--- config.mk ---
export PLATFORM = sky130hd
export DESIGN_NAME = grwi_ctrl
export DESIGN_NICKNAME = d
export VERILOG_FILES = /design/src/rtl/grwi_pkg.sv /design/src/rtl/grwi_ctrl.sv
export SDC_FILE = /design/constraint.sdc
export NUM_CORES = 1
export LEC_CHECK = 0
export ABC_AREA = 1
export BUFFER_PORTS_ARGS = -buffer_cell sky130_fd_sc_hd__buf_4
export CORE_MARGIN = 1
export CORE_UTILIZATION = 25
export CTS_CLUSTER_DIAMETER = 40
export CTS_CLUSTER_SIZE = 28
export DETAILED_ROUTE_END_ITERATION = 8
export PLACE_DENSITY = 0.49
export SLEW_MARGIN = 10
export SYNTH_ARGS = -nofsm -noshare
export SYNTH_HDL_FRONTEND = slang
export SYNTH_SLANG_ARGS = --single-unit
--- constraint.sdc ---
create_clock -name clk -period 1.9 [get_ports clk]
set_input_delay 0.38 -clock clk [delete_from_list [all_inputs] [get_ports clk]]
set_output_delay 0.38 -clock clk [all_outputs]
set_load 0.05 [all_outputs]
--- src/rtl/grwi_pkg.sv ---
`default_nettype none

package grwi_pkg;

	localparam int TILE_SIZE_UNITS = 64;
	localparam int ONE_UNIT = 256;
	localparam int TILE_LOG2 = $clog2(TILE_SIZE_UNITS * ONE_UNIT);
	localparam int TILE = 1 << TILE_LOG2;
	localparam int MAP_ROWS = 32;
	localparam int MAP_COLS = 32;
	localparam int ROW_W = $clog2(MAP_ROWS);
	localparam int COL_W = $clog2(MAP_COLS);
	localparam int MAP_DEPTH = MAP_ROWS * MAP_COLS;
	localparam int ADDR_W = $clog2(MAP_DEPTH);
	localparam int STRIP_COUNT = 1024;

	localparam int COORD_W = 20;
	localparam logic [COORD_W-1:0] COORD_MAX = '1;
	localparam int QUARTER = 16384;
	localparam int HALF = 32768;

	localparam int TRIG_W = 20;
	localparam int Z_W = 18;
	localparam int POS_W = 36;
	localparam int DIFF_W = 18;
	localparam int DVD_W = 32;
	localparam int DVS_W = 20;
	localparam int DIST_W = 21;
	localparam int SQ_W = 42;
	localparam int IT_W = 5;
	localparam int CORDIC_ITERS = 16;
	localparam int DIV_ITERS = DVD_W;
	localparam int SQ_ITERS = DIST_W;
	localparam int CORDIC_X0 = 19899;

	localparam logic signed [POS_W-1:0] TILE_S = POS_W'(TILE);
	localparam logic signed [POS_W-1:0] UNIT_S = POS_W'(ONE_UNIT);
	localparam logic signed [POS_W-1:0] MAP_XMAX = POS_W'(TILE * MAP_COLS);
	localparam logic signed [POS_W-1:0] MAP_YMAX = POS_W'(TILE * MAP_ROWS);

	// config register indexes
	localparam logic REG_PLAYER_X = 1'b0;
	localparam logic REG_PLAYER_Y = 1'b1;

	// datapath commands
	localparam logic [4:0] OP_NONE      = 5'd0;
	localparam logic [4:0] OP_CLEAR     = 5'd1;
	localparam logic [4:0] OP_LOAD      = 5'd2;
	localparam logic [4:0] OP_WRITE     = 5'd3;
	localparam logic [4:0] OP_COR_INIT  = 5'd4;
	localparam logic [4:0] OP_COR_STEP  = 5'd5;
	localparam logic [4:0] OP_TRIG_FIX  = 5'd6;
	localparam logic [4:0] OP_SRCH_INIT = 5'd7;
	localparam logic [4:0] OP_DIVA_INIT = 5'd8;
	localparam logic [4:0] OP_DIV_STEP  = 5'd9;
	localparam logic [4:0] OP_DIVA_DONE = 5'd10;
	localparam logic [4:0] OP_DIVB_INIT = 5'd11;
	localparam logic [4:0] OP_DIVB_DONE = 5'd12;
	localparam logic [4:0] OP_PROBE     = 5'd13;
	localparam logic [4:0] OP_CHECK     = 5'd14;
	localparam logic [4:0] OP_MUL_X     = 5'd15;
	localparam logic [4:0] OP_MUL_Y     = 5'd16;
	localparam logic [4:0] OP_SQ_INIT   = 5'd17;
	localparam logic [4:0] OP_SQ_STEP   = 5'd18;
	localparam logic [4:0] OP_SQ_DONE   = 5'd19;
	localparam logic [4:0] OP_OUT       = 5'd20;

	typedef struct packed {
		logic       func;
		logic [4:0] cell_row;
		logic [4:0] cell_col;
		logic [7:0] cell_value;
		logic [15:0] ray_angle;
		logic [9:0] strip_id;
	} req_t;

	typedef struct packed {
		logic [9:0]  strip_out;
		logic [19:0] hit_distance;
		logic [19:0] hit_x;
		logic [19:0] hit_y;
		logic        hit_vertical;
		logic [7:0]  hit_content;
		logic        found_hit;
		logic [15:0] angle_out;
		logic        facing_down;
		logic        facing_right;
	} rsp_t;

	typedef struct packed {
		logic [4:0] op;
		logic       vert;
	} cmd_t;

	typedef struct packed {
		logic cor_last;
		logic div_last;
		logic sq_last;
		logic clr_last;
		logic is_write;
		logic strip_ok;
		logic c_zero;
		logic s_zero;
		logic in_map;
		logic oob;
		logic rd_hit;
		logic h_found;
		logic v_found;
	} stat_t;

	function automatic logic signed [Z_W-1:0] atan_lut(input logic [3:0] i);
		logic signed [Z_W-1:0] r;
		case (i)
			4'd0:    r = 18'sd8192;
			4'd1:    r = 18'sd4836;
			4'd2:    r = 18'sd2555;
			4'd3:    r = 18'sd1297;
			4'd4:    r = 18'sd651;
			4'd5:    r = 18'sd326;
			4'd6:    r = 18'sd163;
			4'd7:    r = 18'sd81;
			4'd8:    r = 18'sd41;
			4'd9:    r = 18'sd20;
			4'd10:   r = 18'sd10;
			4'd11:   r = 18'sd5;
			4'd12:   r = 18'sd3;
			4'd13:   r = 18'sd1;
			4'd14:   r = 18'sd1;
			default: r = 18'sd0;
		endcase
		return r;
	endfunction

endpackage

`default_nettype wire

--- src/rtl/grwi_ctrl.sv ---
`default_nettype none

module grwi_ctrl (
	input  wire logic            clk,
	input  wire logic            arst_n,
	input  wire logic            in_valid,
	output logic                 in_ready,
	output logic                 out_valid,
	input  wire logic            out_ready,
	input  wire grwi_pkg::stat_t stat,
	output grwi_pkg::cmd_t       cmd
);

	localparam logic [4:0] S_CLEAR     = 5'd0;
	localparam logic [4:0] S_IDLE      = 5'd1;
	localparam logic [4:0] S_DISPATCH  = 5'd2;
	localparam logic [4:0] S_COR       = 5'd3;
	localparam logic [4:0] S_TRIG      = 5'd4;
	localparam logic [4:0] S_START     = 5'd5;
	localparam logic [4:0] S_DIVA_INIT = 5'd6;
	localparam logic [4:0] S_DIVA      = 5'd7;
	localparam logic [4:0] S_DIVA_DONE = 5'd8;
	localparam logic [4:0] S_DIVB_INIT = 5'd9;
	localparam logic [4:0] S_DIVB      = 5'd10;
	localparam logic [4:0] S_DIVB_DONE = 5'd11;
	localparam logic [4:0] S_PROBE     = 5'd12;
	localparam logic [4:0] S_CHECK     = 5'd13;
	localparam logic [4:0] S_DSTART    = 5'd14;
	localparam logic [4:0] S_MULX      = 5'd15;
	localparam logic [4:0] S_MULY      = 5'd16;
	localparam logic [4:0] S_SQINIT    = 5'd17;
	localparam logic [4:0] S_SQ        = 5'd18;
	localparam logic [4:0] S_SQDONE    = 5'd19;
	localparam logic [4:0] S_EMIT      = 5'd20;

	logic [4:0] state_q, state_d;
	logic vert_q, vert_d;
	logic out_valid_q;

	always_comb begin
		state_d = state_q;
		vert_d = vert_q;
		cmd.op = grwi_pkg::OP_NONE;
		in_ready = 1'b0;
		unique case (state_q)
			S_CLEAR: begin
				cmd.op = grwi_pkg::OP_CLEAR;
				if (stat.clr_last) begin
					state_d = S_IDLE;
				end
			end
			S_IDLE: begin
				in_ready = 1'b1;
				if (in_valid) begin
					cmd.op = grwi_pkg::OP_LOAD;
					state_d = S_DISPATCH;
				end
			end
			S_DISPATCH: begin
				if (stat.is_write) begin
					cmd.op = grwi_pkg::OP_WRITE;
					state_d = S_IDLE;
				end else if (!stat.strip_ok) begin
					state_d = S_IDLE;
				end else begin
					cmd.op = grwi_pkg::OP_COR_INIT;
					state_d = S_COR;
				end
			end
			S_COR: begin
				cmd.op = grwi_pkg::OP_COR_STEP;
				if (stat.cor_last) begin
					state_d = S_TRIG;
				end
			end
			S_TRIG: begin
				cmd.op = grwi_pkg::OP_TRIG_FIX;
				vert_d = 1'b0;
				state_d = S_START;
			end
			S_START: begin
				// axis-parallel: this search cannot hit
				if (vert_q ? stat.c_zero : stat.s_zero) begin
					state_d = vert_q ? S_DSTART : S_START;
					vert_d = !vert_q;
				end else begin
					cmd.op = grwi_pkg::OP_SRCH_INIT;
					state_d = S_DIVA_INIT;
				end
			end
			S_DIVA_INIT: begin
				cmd.op = grwi_pkg::OP_DIVA_INIT;
				state_d = S_DIVA;
			end
			S_DIVA: begin
				cmd.op = grwi_pkg::OP_DIV_STEP;
				if (stat.div_last) begin
					state_d = S_DIVA_DONE;
				end
			end
			S_DIVA_DONE: begin
				cmd.op = grwi_pkg::OP_DIVA_DONE;
				state_d = S_DIVB_INIT;
			end
			S_DIVB_INIT: begin
				cmd.op = grwi_pkg::OP_DIVB_INIT;
				state_d = S_DIVB;
			end
			S_DIVB: begin
				cmd.op = grwi_pkg::OP_DIV_STEP;
				if (stat.div_last) begin
					state_d = S_DIVB_DONE;
				end
			end
			S_DIVB_DONE: begin
				cmd.op = grwi_pkg::OP_DIVB_DONE;
				state_d = S_PROBE;
			end
			S_PROBE: begin
				if (!stat.in_map) begin
					state_d = vert_q ? S_DSTART : S_START;
					vert_d = !vert_q;
				end else if (stat.oob) begin
					cmd.op = grwi_pkg::OP_PROBE;
					state_d = vert_q ? S_DSTART : S_START;
					vert_d = !vert_q;
				end else begin
					cmd.op = grwi_pkg::OP_PROBE;
					state_d = S_CHECK;
				end
			end
			S_CHECK: begin
				cmd.op = grwi_pkg::OP_CHECK;
				if (stat.rd_hit) begin
					state_d = vert_q ? S_DSTART : S_START;
					vert_d = !vert_q;
				end else begin
					state_d = S_PROBE;
				end
			end
			S_DSTART: begin
				if (vert_q ? stat.v_found : stat.h_found) begin
					state_d = S_MULX;
				end else begin
					state_d = vert_q ? S_EMIT : S_DSTART;
					vert_d = 1'b1;
				end
			end
			S_MULX: begin
				cmd.op = grwi_pkg::OP_MUL_X;
				state_d = S_MULY;
			end
			S_MULY: begin
				cmd.op = grwi_pkg::OP_MUL_Y;
				state_d = S_SQINIT;
			end
			S_SQINIT: begin
				cmd.op = grwi_pkg::OP_SQ_INIT;
				state_d = S_SQ;
			end
			S_SQ: begin
				cmd.op = grwi_pkg::OP_SQ_STEP;
				if (stat.sq_last) begin
					state_d = S_SQDONE;
				end
			end
			S_SQDONE: begin
				cmd.op = grwi_pkg::OP_SQ_DONE;
				state_d = vert_q ? S_EMIT : S_DSTART;
				vert_d = 1'b1;
			end
			S_EMIT: begin
				if (!out_valid_q || out_ready) begin
					cmd.op = grwi_pkg::OP_OUT;
					state_d = S_IDLE;
				end
			end
			default: begin
				state_d = S_IDLE;
			end
		endcase
		cmd.vert = vert_q;
	end

	always_ff @(posedge clk or negedge arst_n) begin
		if (!arst_n) begin
			state_q <= S_CLEAR;
			vert_q <= 1'b0;
			out_valid_q <= 1'b0;
		end else begin
			state_q <= state_d;
			vert_q <= vert_d;
			if (cmd.op == grwi_pkg::OP_OUT) begin
				out_valid_q <= 1'b1;
			end else if (out_ready) begin
				out_valid_q <= 1'b0;
			end
		end
	end

	assign out_valid = out_valid_q;

	a_no_req_in_clear: assert property (@(posedge clk) disable iff (!arst_n)
		(state_q == S_CLEAR) |-> !in_ready)
		else $error("request taken during map clear");

	a_no_overwrite: assert property (@(posedge clk) disable iff (!arst_n)
		(cmd.op == grwi_pkg::OP_OUT) |-> (!out_valid_q || out_ready))
		else $error("pending result overwritten");

	a_accept_dispatch: assert property (@(posedge clk) disable iff (!arst_n)
		(in_valid && in_ready) |=> (state_q == S_DISPATCH))
		else $error("accepted request not dispatched");

	a_valid_from_emit: assert property (@(posedge clk) disable iff (!arst_n)
		$rose(out_valid_q) |-> ($past(state_q) == S_EMIT))
		else $error("result raised outside emit");

endmodule

`default_nettype wire

==> flow_metrics.env <==
export IMPL_final_cell_mix="nand2_1, buf_4, nor2_1"
export IMPL_grt_pass1_wl_um=6490
export IMPL_power_share_clock_pct=7.7
export IMPL_setup_violations=3
export IMPL_path_depth=8
export IMPL_path_max_fanout=6
export IMPL_rsz0062_at_grt="true"
export IMPL_final_fill_count=461
export IMPL_synth_avg_cell_area_um2=5.14
export IMPL_grt_ovfl_total=0
export IMPL_fp_dieW_um=67.7
export IMPL_total_power_mw=2.70
export IMPL_ios=25
export IMPL_post_route_drc_count=0
export IMPL_synth_distinct_cells=20
export IMPL_via_per_inst=4.55
export IMPL_cp_required_ns=1.52
export IMPL_cts_htree_levels=1
export IMPL_maxCapViolCount=0
export IMPL_fin_ws_ns=-0.0774
export IMPL_min_path_cells=2
export IMPL_vdd_ir_drop_max_uv=488
export IMPL_syn2layout_area_growth_pct=71.7
export IMPL_nets=292
export IMPL_first_iter_violations=78
export IMPL_fmax_ghz=0.506
export IMPL_power_internal_mw=1.24
export IMPL_ant_nets=0
export IMPL_wl_per_cell_um=12.1
export IMPL_yosysSeqAreaShare_pct=16.2
export IMPL_relSlewSlack_pct=81.6
export IMPL_place_ws_ns=-0.0289
export IMPL_crit_path_start_kind="flip-flop"
export IMPL_hold_viol=0
export IMPL_p_per_area_mw_per_mm2=1460
export IMPL_seqCellArea_um2=181
export IMPL_synthCells=210
export IMPL_swShare_pct=54.0
export IMPL_crit_path_cell_trace="buf_4 > nand2_1 > nor2_2 > nand2_1 > nand4_1 > nor2_1 > nand4_1 > buf_6"
export IMPL_gp_congestion=0.921
export IMPL_fin_skew_ns=0.000787
export IMPL_outcome="finished, violations left"
export IMPL_syn_area_mm2=0.00108
export IMPL_dieHeight_um=67.7
export IMPL_reg2reg_depth=12
export IMPL_multiInputGateArea_um2=921
export IMPL_dp_hpwl_um=3130
export IMPL_vias=1474
export IMPL_violations="negative setup slack"
export IMPL_core_mm2=0.00409
export IMPL_clock_root_buffer="clkbuf_8"
export IMPL_yosysWarnings=0
export IMPL_numCtsBuffers=3
export IMPL_fin_crit_sh_pct=104
export IMPL_num_rows=23
export IMPL_cpPeakStageDelay_ns=0.49
export IMPL_port_buffers=24
export IMPL_n_antenna_cell=0
export IMPL_crit_buf_inv=2
export IMPL_grt_max_degree=8
export IMPL_layout_min_cycle_time_ns=1.98
export IMPL_clk_latency_ns=0.23
export IMPL_hold_path_class="in -> reg"
export IMPL_slew_viol_final=0
export IMPL_antenna_found_initial=0
export IMPL_dr_pass1_iters=5
export IMPL_cts_num_sinks=7
export IMPL_critPathKind="reg -> out"
export IMPL_cp_arrival_ns=1.60
export IMPL_fin_cells=324
export IMPL_p_switching_mw=1.46
export IMPL_clock_tree_buffer_depth=2
export IMPL_synth_seq_cells=7
export IMPL_crit_family="simple AND/OR/NAND/NOR gates"
export IMPL_cts_tree="yes"
export IMPL_dieArea_mm2=0.00459
export IMPL_slowest_stage="dfrtp_2"
export IMPL_drive_gt1_share_pct=43.4
export IMPL_start_util_pct=26.4
export IMPL_layout_commonest_cell="nand2_1"
export IMPL_seqPwrFrac_pct=12.2
export IMPL_dp_cells=307
export IMPL_clk_pin_slew_ns=0.04
export IMPL_tightest_slew_ns=0.276
export IMPL_grt_util_all_layers_pct=19.4
export IMPL_syn_nets=227
export IMPL_grt_pass1_vias=1430
export IMPL_wirelength_um=3910
export IMPL_leakage_nw=1.06
export IMPL_end_kind="output pin"
export IMPL_combPwrFrac_pct=80.1
[cell usage after synthesis (all sizes together)]
master / count / share of area (%)
o21ai: 9 / 4.2
nand2: 83 / 30
inv: 29 / 10
dfrtp: 7 / 16
nand3b: 2 / 1.4
buf: 5 / 3.7
nor3: 6 / 3.8
and2: 1 / 0.58
nor4: 1 / 0.58
nor2: 44 / 17
nand4: 6 / 3.5
nand3: 17 / 8.8
[worst paths after layout]
path | from | to | slack [ns]
max in group asynchronous | arst_n | state_q[0]$_DFFE_PN0P_ | 1.25
min in group asynchronous | arst_n | vert_q$_DFFE_PN0P_ | 0.51
hold reg to reg | out_valid$_DFFE_PN0P_ | out_valid$_DFFE_PN0P_ | 0.57
setup reg to reg | state_q[2]$_DFFE_PN0P_ | state_q[3]$_DFFE_PN0P_ | 0.14
hold / removal | out_ready | out_valid$_DFFE_PN0P_ | 0.37
setup / recovery | state_q[0]$_DFFE_PN0P_ | cmd[2] | -0.08
[metal layers]
metal | vias up | wire length, um | global-route usage [%]
met5 | - | 0 | 0
met4 | 0 | 78 | 5.32
met3 | 8 | 137 | 4.56
met2 | 32 | 1790 | 31.2
met1 | 659 | 1900 | 25.3
li1 | 775 | - | -
[power by group through the flow]
stage	Sequential [mW]	Combinational, mW	Clock, mW
after floorplan	0.232	1.20	0
after global placement	0.275	1.77	0
after detailed placement	0.274	1.75	0
after CTS	0.319	2.13	0.213
after global routing	0.338	2.35	0.227
final	0.328	2.16	0.208
[flip-flops by register name, summed over array words and instances (netlist names)]
register and cells:
vert_q 1, state_q 5, out_valid 1
[area by class of cell]
type / count / area share, %
multi-input combinational: 169 / 49.7
sequential: 7 / 9.78
timing repair buffer: 65 / 28.5
clock buffer: 4 / 2.43
tap: 50 / 3.37
inverter: 29 / 6.28
[kinds of logic after synthesis]
group,after synthesis,synth area share [%]
flip-flops,7,16.2
AO/OA/AOI/OAI,9,4.17
buffers and inverters,34,13.8
AND/OR/NAND/NOR,160,65.8
[timing repair]
item | CTS | global route
hold endpoints to repair | 7 | 0
gates cloned | 0 | 0
resized for setup | 54 | 9
endpoints found under the setup margin | 6 | 6
hold buffers | 1 | 0
buffers inserted | 12 | 0
pin swaps | 18 | 10
[stage by stage]
| stage | hold slack [ns] | TNS [ns] | cell area (um^2) | util [%] |
|---|---|---|---|---|
| after floorplan | 0.0844 | 0 | 1090 | - |
| after global placement | 0.201 | -0.0706 | 1500 | 36.7 |
| after detailed placement | 0.203 | -0.0289 | 1500 | 36.7 |
| after CTS | 0.379 | -0.177 | 1820 | 44.6 |
| after global routing | 0.386 | -0.621 | 1850 | 45.4 |
| final | 0.375 | -0.194 | 1850 | 45.4 |
No activity file was read; power rests on OpenSTA's default activity.
